### src/hw/rtl/mlfd_pkg.sv
// ----------------------------------------------------------------------------
// mlfd_pkg
// Types and constants shared by the marker/length frame deframer.
// ----------------------------------------------------------------------------
package mlfd_pkg;

  localparam logic [7:0] START_BYTE   = 8'h3f;
  localparam int         HDR_BYTES    = 8;
  localparam logic [2:0] HDR_LAST_IDX = 3'd7;

  typedef enum logic [2:0] {
    ST_PAYLOAD   = 3'd0,
    ST_EMPTY     = 3'd1,
    ST_BAD_START = 3'd2,
    ST_CHECK     = 3'd3,
    ST_SHORT     = 3'd4
  } status_t;

  typedef enum logic [1:0] {
    PH_HUNT    = 2'd0,
    PH_HEADER  = 2'd1,
    PH_PAYLOAD = 2'd2
  } phase_t;

  typedef struct packed {
    status_t     status;
    logic [7:0]  payload_byte;
    logic [15:0] frame_type;
    logic [15:0] frame_length;
    logic        last_of_frame;
  } result_t;

  // Handshake between the parser and the output register.
  typedef struct packed {
    logic load;
    logic free;
  } res_ctl_t;

endpackage

### src/hw/rtl/marker_length_frame_deframer.sv
// ----------------------------------------------------------------------------
// marker_length_frame_deframer
// Byte-serial deframer for frames of start byte, length, type, check word
// and payload.
//
//   channel | ports                                   | direction
//   --------+-----------------------------------------+----------
//   in      | in_valid, in_stall, in_data_byte        | stream in
//   out     | out_valid, out_stall, out_status,       | results out
//           | out_payload_byte, out_frame_type,       |
//           | out_frame_length, out_last_of_frame     |
//
// One byte per cycle is taken while in_stall is low; each byte waits in an
// input register, and the parser then writes its result into the result
// register, which drives the out ports. A byte that gives no result never
// waits on the output side.
// A stalled result holds the result register; in_stall then rises only while
// the byte held in the input register would give a result.
// Reset (rst_n low, synchronous) puts the parser into hunting and empties
// both registers.
// ----------------------------------------------------------------------------
module marker_length_frame_deframer #(
  parameter int LENGTH_BITS = 16
) (
  input  logic              clk,
  input  logic              rst_n,
  input  logic              in_valid,
  output logic              in_stall,
  input  logic [7:0]        in_data_byte,
  output logic              out_valid,
  input  logic              out_stall,
  output mlfd_pkg::status_t out_status,
  output logic [7:0]        out_payload_byte,
  output logic [15:0]       out_frame_type,
  output logic [15:0]       out_frame_length,
  output logic              out_last_of_frame
);
  import mlfd_pkg::*;

  logic       byte_v_r, byte_v_nxt;
  logic [7:0] byte_r;
  logic       take;
  logic       res_load;
  logic       accept;
  res_ctl_t   ctl;
  result_t    res_p;
  result_t    res_q;

  assign in_stall = byte_v_r && !take;
  assign accept   = in_valid && !in_stall;

  always_comb begin
    byte_v_nxt = byte_v_r;
    if (accept)    byte_v_nxt = 1'b1;
    else if (take) byte_v_nxt = 1'b0;
  end

  always_ff @(posedge clk) begin
    if (!rst_n) begin
      byte_v_r <= 1'b0;
    end else begin
      byte_v_r <= byte_v_nxt;
    end
  end

  always_ff @(posedge clk) begin
    if (accept) begin
      byte_r <= in_data_byte;
    end
  end

  mlfd_parse #(
    .LENGTH_BITS(LENGTH_BITS)
  ) u_parse (
    .clk       (clk),
    .rst_n     (rst_n),
    .byte_valid(byte_v_r),
    .byte_data (byte_r),
    .byte_take (take),
    .res_free  (ctl.free),
    .res_load  (res_load),
    .res       (res_p)
  );

  mlfd_out_reg u_out (
    .clk      (clk),
    .rst_n    (rst_n),
    .res_in   (res_p),
    .res_load (res_load),
    .ctl      (ctl),
    .out_valid(out_valid),
    .out_stall(out_stall),
    .res_out  (res_q)
  );

  assign out_status        = res_q.status;
  assign out_payload_byte  = res_q.payload_byte;
  assign out_frame_type    = res_q.frame_type;
  assign out_frame_length  = res_q.frame_length;
  assign out_last_of_frame = res_q.last_of_frame;

endmodule

### src/hw/rtl/mlfd_parse.sv
// ----------------------------------------------------------------------------
// mlfd_parse
// Frame parser: one buffered byte per cycle unless its result waits for the
// result register; keeps the frame state and forms at most one result per byte.
// ----------------------------------------------------------------------------
module mlfd_parse #(
  parameter int LENGTH_BITS = 16
) (
  input  logic             clk,
  input  logic             rst_n,
  input  logic             byte_valid,
  input  logic [7:0]       byte_data,
  output logic             byte_take,
  input  logic             res_free,
  output logic             res_load,
  output mlfd_pkg::result_t res
);
  import mlfd_pkg::*;

  // Bits of the received length that are kept.
  localparam int KW = (LENGTH_BITS < 16) ? LENGTH_BITS : 16;

  phase_t                 phase_r,   phase_nxt;
  logic [2:0]             idx_r,     idx_nxt;
  logic [15:0]            length_r,  length_nxt;
  logic [15:0]            type_r,    type_nxt;
  logic                   check_r,   check_nxt;
  logic [LENGTH_BITS-1:0] left_r,    left_nxt;

  logic          has_res;
  logic          chk_now;
  logic [KW-1:0] len_kept;
  logic [15:0]   len_out;

  assign len_kept = length_r[KW-1:0];
  assign len_out  = 16'(len_kept);
  assign chk_now  = check_r | (idx_r[2] && (byte_data != 8'h00));

  always_comb begin
    phase_nxt  = phase_r;
    idx_nxt    = idx_r;
    length_nxt = length_r;
    type_nxt   = type_r;
    check_nxt  = check_r;
    left_nxt   = left_r;
    has_res    = 1'b0;
    res        = '{status: ST_BAD_START, payload_byte: 8'h00, frame_type: 16'h0000,
                   frame_length: 16'h0000, last_of_frame: 1'b0};
    unique case (phase_r)
      PH_HEADER: begin
        if (idx_r[2]) begin
          check_nxt = chk_now;
        end else if (idx_r[1]) begin
          if (idx_r[0]) type_nxt[15:8] = byte_data;
          else          type_nxt[7:0]  = byte_data;
        end else begin
          if (idx_r[0]) length_nxt[15:8] = byte_data;
          else          length_nxt[7:0]  = byte_data;
        end
        if (idx_r != HDR_LAST_IDX) begin
          idx_nxt = idx_r + 3'd1;
        end else begin
          // Last check word byte: the header is complete.
          idx_nxt              = 3'd0;
          phase_nxt            = PH_HUNT;
          res.frame_type       = type_r;
          res.frame_length     = len_out;
          if (chk_now) begin
            has_res    = 1'b1;
            res.status = ST_CHECK;
          end else if (len_kept < KW'(HDR_BYTES)) begin
            has_res    = 1'b1;
            res.status = ST_SHORT;
          end else if (len_kept == KW'(HDR_BYTES)) begin
            has_res           = 1'b1;
            res.status        = ST_EMPTY;
            res.last_of_frame = 1'b1;
          end else begin
            left_nxt  = LENGTH_BITS'(len_kept - KW'(HDR_BYTES));
            phase_nxt = PH_PAYLOAD;
          end
        end
      end
      PH_PAYLOAD: begin
        has_res           = 1'b1;
        res.status        = ST_PAYLOAD;
        res.payload_byte  = byte_data;
        res.frame_type    = type_r;
        res.frame_length  = len_out;
        res.last_of_frame = (left_r <= LENGTH_BITS'(1));
        if (res.last_of_frame) begin
          left_nxt  = '0;
          phase_nxt = PH_HUNT;
        end else begin
          left_nxt = left_r - LENGTH_BITS'(1);
        end
      end
      default: begin
        phase_nxt = PH_HUNT;
        if (byte_data == START_BYTE) begin
          phase_nxt  = PH_HEADER;
          idx_nxt    = 3'd0;
          length_nxt = 16'h0000;
          type_nxt   = 16'h0000;
          check_nxt  = 1'b0;
          left_nxt   = '0;
        end else begin
          has_res = 1'b1;
        end
      end
    endcase
  end

  // A byte that yields no result never waits on the output side.
  assign byte_take = byte_valid && (!has_res || res_free);
  assign res_load  = byte_take && has_res;

  always_ff @(posedge clk) begin
    if (!rst_n) begin
      phase_r  <= PH_HUNT;
      idx_r    <= 3'd0;
      length_r <= 16'h0000;
      type_r   <= 16'h0000;
      check_r  <= 1'b0;
      left_r   <= '0;
    end else if (byte_take) begin
      phase_r  <= phase_nxt;
      idx_r    <= idx_nxt;
      length_r <= length_nxt;
      type_r   <= type_nxt;
      check_r  <= check_nxt;
      left_r   <= left_nxt;
    end
  end

endmodule

### src/hw/rtl/mlfd_out_reg.sv
// ----------------------------------------------------------------------------
// mlfd_out_reg
// Result register between the parser and the result channel.
// ----------------------------------------------------------------------------
module mlfd_out_reg (
  input  logic              clk,
  input  logic              rst_n,
  input  mlfd_pkg::result_t res_in,
  input  logic              res_load,
  output mlfd_pkg::res_ctl_t ctl,
  output logic              out_valid,
  input  logic              out_stall,
  output mlfd_pkg::result_t res_out
);
  import mlfd_pkg::*;

  logic    valid_r, valid_nxt;
  result_t res_r;

  // Free when empty or when the held item leaves this cycle.
  assign ctl.free = !valid_r || !out_stall;
  assign ctl.load = res_load;

  always_comb begin
    valid_nxt = valid_r;
    if (ctl.load)        valid_nxt = 1'b1;
    else if (!out_stall) valid_nxt = 1'b0;
  end

  always_ff @(posedge clk) begin
    if (!rst_n) begin
      valid_r <= 1'b0;
    end else begin
      valid_r <= valid_nxt;
    end
  end

  always_ff @(posedge clk) begin
    if (ctl.load && ctl.free) begin
      res_r <= res_in;
    end
  end

  assign out_valid = valid_r;
  assign res_out   = res_r;

endmodule

### config.mk
export PLATFORM = sky130hd
export DESIGN_NAME = marker_length_frame_deframer
export DESIGN_NICKNAME = d
export VERILOG_FILES = /design/src/hw/rtl/mlfd_pkg.sv /design/src/hw/rtl/marker_length_frame_deframer.sv /design/src/hw/rtl/mlfd_parse.sv /design/src/hw/rtl/mlfd_out_reg.sv
export SDC_FILE = /design/constraint.sdc
export NUM_CORES = 1
export LEC_CHECK = 0
export ABC_AREA = 1
export BUFFER_PORTS_ARGS = -buffer_cell sky130_fd_sc_hd__buf_2
export CAP_MARGIN = 20
export CORE_ASPECT_RATIO = 0.9
export CORE_MARGIN = 3
export CORE_UTILIZATION = 45
export DETAILED_ROUTE_END_ITERATION = 16
export GPL_ROUTABILITY_DRIVEN = 0
export MAX_ROUTING_LAYER = met4
export PLACE_DENSITY = 0.66
export SKIP_CTS_REPAIR_TIMING = 1
export SLEW_MARGIN = 20
export SYNTH_ARGS = -nofsm -noshare
export SYNTH_HDL_FRONTEND = slang
export SYNTH_SLANG_ARGS = --single-unit
### constraint.sdc
create_clock -name clk -period 2.9 [get_ports clk]
set_input_delay 0.145 -clock clk [delete_from_list [all_inputs] [get_ports clk]]
set_output_delay 0.145 -clock clk [all_outputs]
set_load 0.03 [all_outputs]
==> results.yml <==
critical_path:
  worst_ep_required_time_ns: 2.99
  slowest_delay_ns: 0.56
  cp_common_cell: "inv_1"
  cp_max_fo: 42
  end_kind: "flop"
  crit_path_cell_trace: "inv_1, ha_1, nand2_1, inv_1, nand2_2, nand2_4, nand3_4, nand2_1, inv_2, nand3_1, inv_1, buf_12"
  crit_path_start_kind: "flop"
  critical_path_class: "reg -> reg"
  cp.arrival_ns: 2.61
  worst_path_max_delay_cell: "ha_1"
cts:
  clock_path_buffers: 2
  tritoncts: "built"
  root_buffer: "clkbuf_16"
  numCtsBuffers: 9
  clkLatencyLatePin_ns: 0.35
  cts.sinks: 108
  htree_levels: 3
  clk_pin_slew_ns: 0.07
routing:
  first_pass_iters: 5
  wl_per_cell_um: 13.9
  first_iter_violations: 509
  viasPerCell: 4.98
  ant_nets: 0
  drc: 0
  vias: 4425
  drt_wl_total_um: 12300
die:
  die_w_um: 122
  die_h_um: 110
  die_area_um2: 13400
  floorplan.initialDensity_pct: 46.6
  fp-row-count: 37
  core-area_um2: 11600
  num_io_pins: 58
grt:
  grt_first_pass_wirelength_um: 20300
  grt_pass1_vias: 3996
  grt_antenna_before_repair: 0
  grt_start_max_net_pins: 45
  overflow: 0
  track_usage_pct: 19.7
logic_synthesis:
  netlist_area_um2: 5420
  yosysWarnings: 0
  synth_flop_cell: "dfxtp_1"
  synth_edf_count: 52
  yosysTopAreaCell: "edfxtp_1"
  syn-num-nets: 692
  syn_inst: 673
  ys_seq_area_share_pct: 49.5
  yosysTopAreaCellShare_pct: 28.8
  synth.area.top_cells: "edfxtp_1 29%, dfxtp_1 21%, nand2_1 9.7%"
  avgSynthCellArea_um2: 8.05
  ys_ff_latch: 108
  ys_async_sr_fraction_pct: 0
  synth.distinct_cells: 33
job:
  drv.max_cap_violation_count: 0
power:
  ir_drop_v: 0.000239
  power.density_nw_per_um2: 580
  clockPowerShare_pct: 32.9
  swShare_pct: 29.5
  leakagePower_uw: 0.00303
  p_int_uw: 2520
  power_frac_seq_pct: 48.0
  pwr-share-comb_pct: 19.1
  switchingPower_uw: 1050
cells_and_area:
  drive_gt1_share_pct: 15.1
  multi_input_area_um2: 2190
  fin_util_pct: 53.0
  final_nets: 747
  regArea_um2: 2680
  fillers: 1079
  antenna_cells: 0
  area_growth_pct: 13.6
placement:
  post-dp-hpwl_um: 8690
  portBuffers: 57
  dpl_worst_slack_ns: 0.431
timing:
  fin_setup_tns_ns: 0
  setup_viol: 0
  fin_skew_ns: 0.00501
  hold_violations: 0
  worst_pin_slew_ns: 0.662
  period_share_pct: 87.0
  rsz0062_at_grt: "false"
  fin_crit_ns: 2.52
  slew_headroom_pct: 55.8
  timing.final.ws_setup_ns: 0.376
  drv_slew: 0
  timing.fmax_mhz: 396
outcome:
  status: "finished clean"
worst_hold_path:
  min_path_type: "in -> reg"
[Yosys cell counts, types with 6 or more instances]
cell type / count
nor2_1: 127
nand2_2: 16
nand4_1: 6
buf_6: 6
nor3_1: 38
a21oi_1: 13
o21bai_1: 7
nand2_1: 140
dfxtp_1: 56
ha_1: 7
inv_1: 100
edfxtp_1: 52
o21ai_0: 6
xor2_1: 17
o22ai_1: 13
clkbuf_1: 12
nand3_1: 20
[power groups by stage]
stage          Clock [uW]  Sequential [uW]  Combinational, uW
6_report             1170             1720                682
5_1_grt              1250             1720                760
4_1_cts              1190             1720                675
3_5_place_dp            0             1750                672
3_3_place_gp            0             1750                661
2_1_floorplan           0             1820                440
[area by class of cell]
| type | count | share of cell area, % |
|---|---|---|
| flip-flops and latches | 108 | 43.6 |
| inverters | 103 | 6.28 |
| repair buffers | 71 | 6.87 |
| clock buffers | 13 | 4.23 |
| clock inverters | 3 | 0.345 |
| multi-input cells | 435 | 35.6 |
| well taps | 156 | 3.17 |
[logic make-up after synthesis]
kind of cell | count (synthesis) | share of synthesized area, %
AOI/OAI and AO/OA | 44 | 5.03
buffers and inverters | 130 | 10.2
DFF | 108 | 49.5
and+or+nand+nor | 365 | 30.6
adders and majority gates | 7 | 1.62
xor gates and xnor gates | 19 | 3.07
[layout by cell type (no fill, tap or decap)]
cell | netlist | layout
clkinvlp_4 | 0 | 1
dfxtp_1 | 56 | 56
a21oi_1 | 13 | 13
inv_6 | 0 | 1
nand4_1 | 6 | 6
o2111ai_1 | 2 | 2
xnor2_1 | 2 | 2
clkinv_2 | 0 | 1
inv_2 | 3 | 3
inv_1 | 100 | 100
nand4_4 | 5 | 5
nor4_1 | 4 | 4
xor2_1 | 17 | 17
clkbuf_8 | 0 | 2
buf_2 | 5 | 57
nand2_1 | 140 | 140
clkbuf_1 | 12 | 2
nand3_4 | 1 | 1
nor3_1 | 38 | 38
edfxtp_1 | 52 | 52
nor2_4 | 2 | 2
nand2_2 | 16 | 16
o21ai_0 | 6 | 6
o21bai_1 | 7 | 7
o21ai_2 | 1 | 1
clkbuf_16 | 0 | 9
dlygate4sd3_1 | 0 | 8
o22ai_1 | 13 | 13
nor2_2 | 3 | 4
ha_1 | 7 | 7
nor2_1 | 127 | 126
nand3b_1 | 1 | 1
buf_12 | 0 | 1
nor4_4 | 1 | 1
o32ai_1 | 2 | 2
buf_4 | 3 | 5
nand3_1 | 20 | 20
nand2_4 | 1 | 1
[worst max-delay path, delay by kind of cell, from the launching register on]
kind / cells / cell delay (ns)
flip-flops: 1 / 0.32
buffers and inverters: 5 / 0.60
adder cells (fa/ha/maj): 1 / 0.56
AND/OR/NAND/NOR: 6 / 0.75
[path summary, 6_finish.rpt]
path,startpoint,endpoint,slack (ns),depth (start not counted)
worst min register to register,u_parse.type_r[2],u_parse.type_r[2],0.52,4
worst max-delay path,u_parse.phase_r[1],u_out.res_out[3],0.38,12
worst max register to register,u_parse.phase_r[1],u_out.res_out[3],0.38,12
worst min-delay path,in_valid,byte_v_r,0.08,3
[metrics by stage]
stage          cells  cell area, um2  hold WS, ns  power, uW
2_1_floorplan    673            5420        0.244       2260
3_3_place_gp     865            5800        0.325       2410
3_5_place_dp     865            5800        0.323       2420
4_1_cts          881            6080      -0.0328       3580
5_1_grt          889            6160       0.0908       3730
6_report         889            6160       0.0751       3570
[state kept, by name (all words and copies together) (netlist names)]
name / cells
u_parse.check_r: 1
u_parse.left_r: 16
u_parse.type_r: 16
u_parse.phase_r: 2
u_parse.len_kept: 16
u_out.out_valid: 1
u_parse.idx_r: 3
byte_r: 8
byte_v_r: 1
u_out.res_out: 44
[per-layer routing]
metal  share of wire [%]  GRT usage (%)  wire length [um]  vias to the layer above
li1                    -              -                 -                     2231
met5                   0              -                 0                        -
met4                 2.4           5.52               291                        0
met2                  42           28.6              5240                      148
met3                 6.0           3.27               735                       24
met1                  49           28.5              6070                     2022
(Power assumes the default switching activity.)
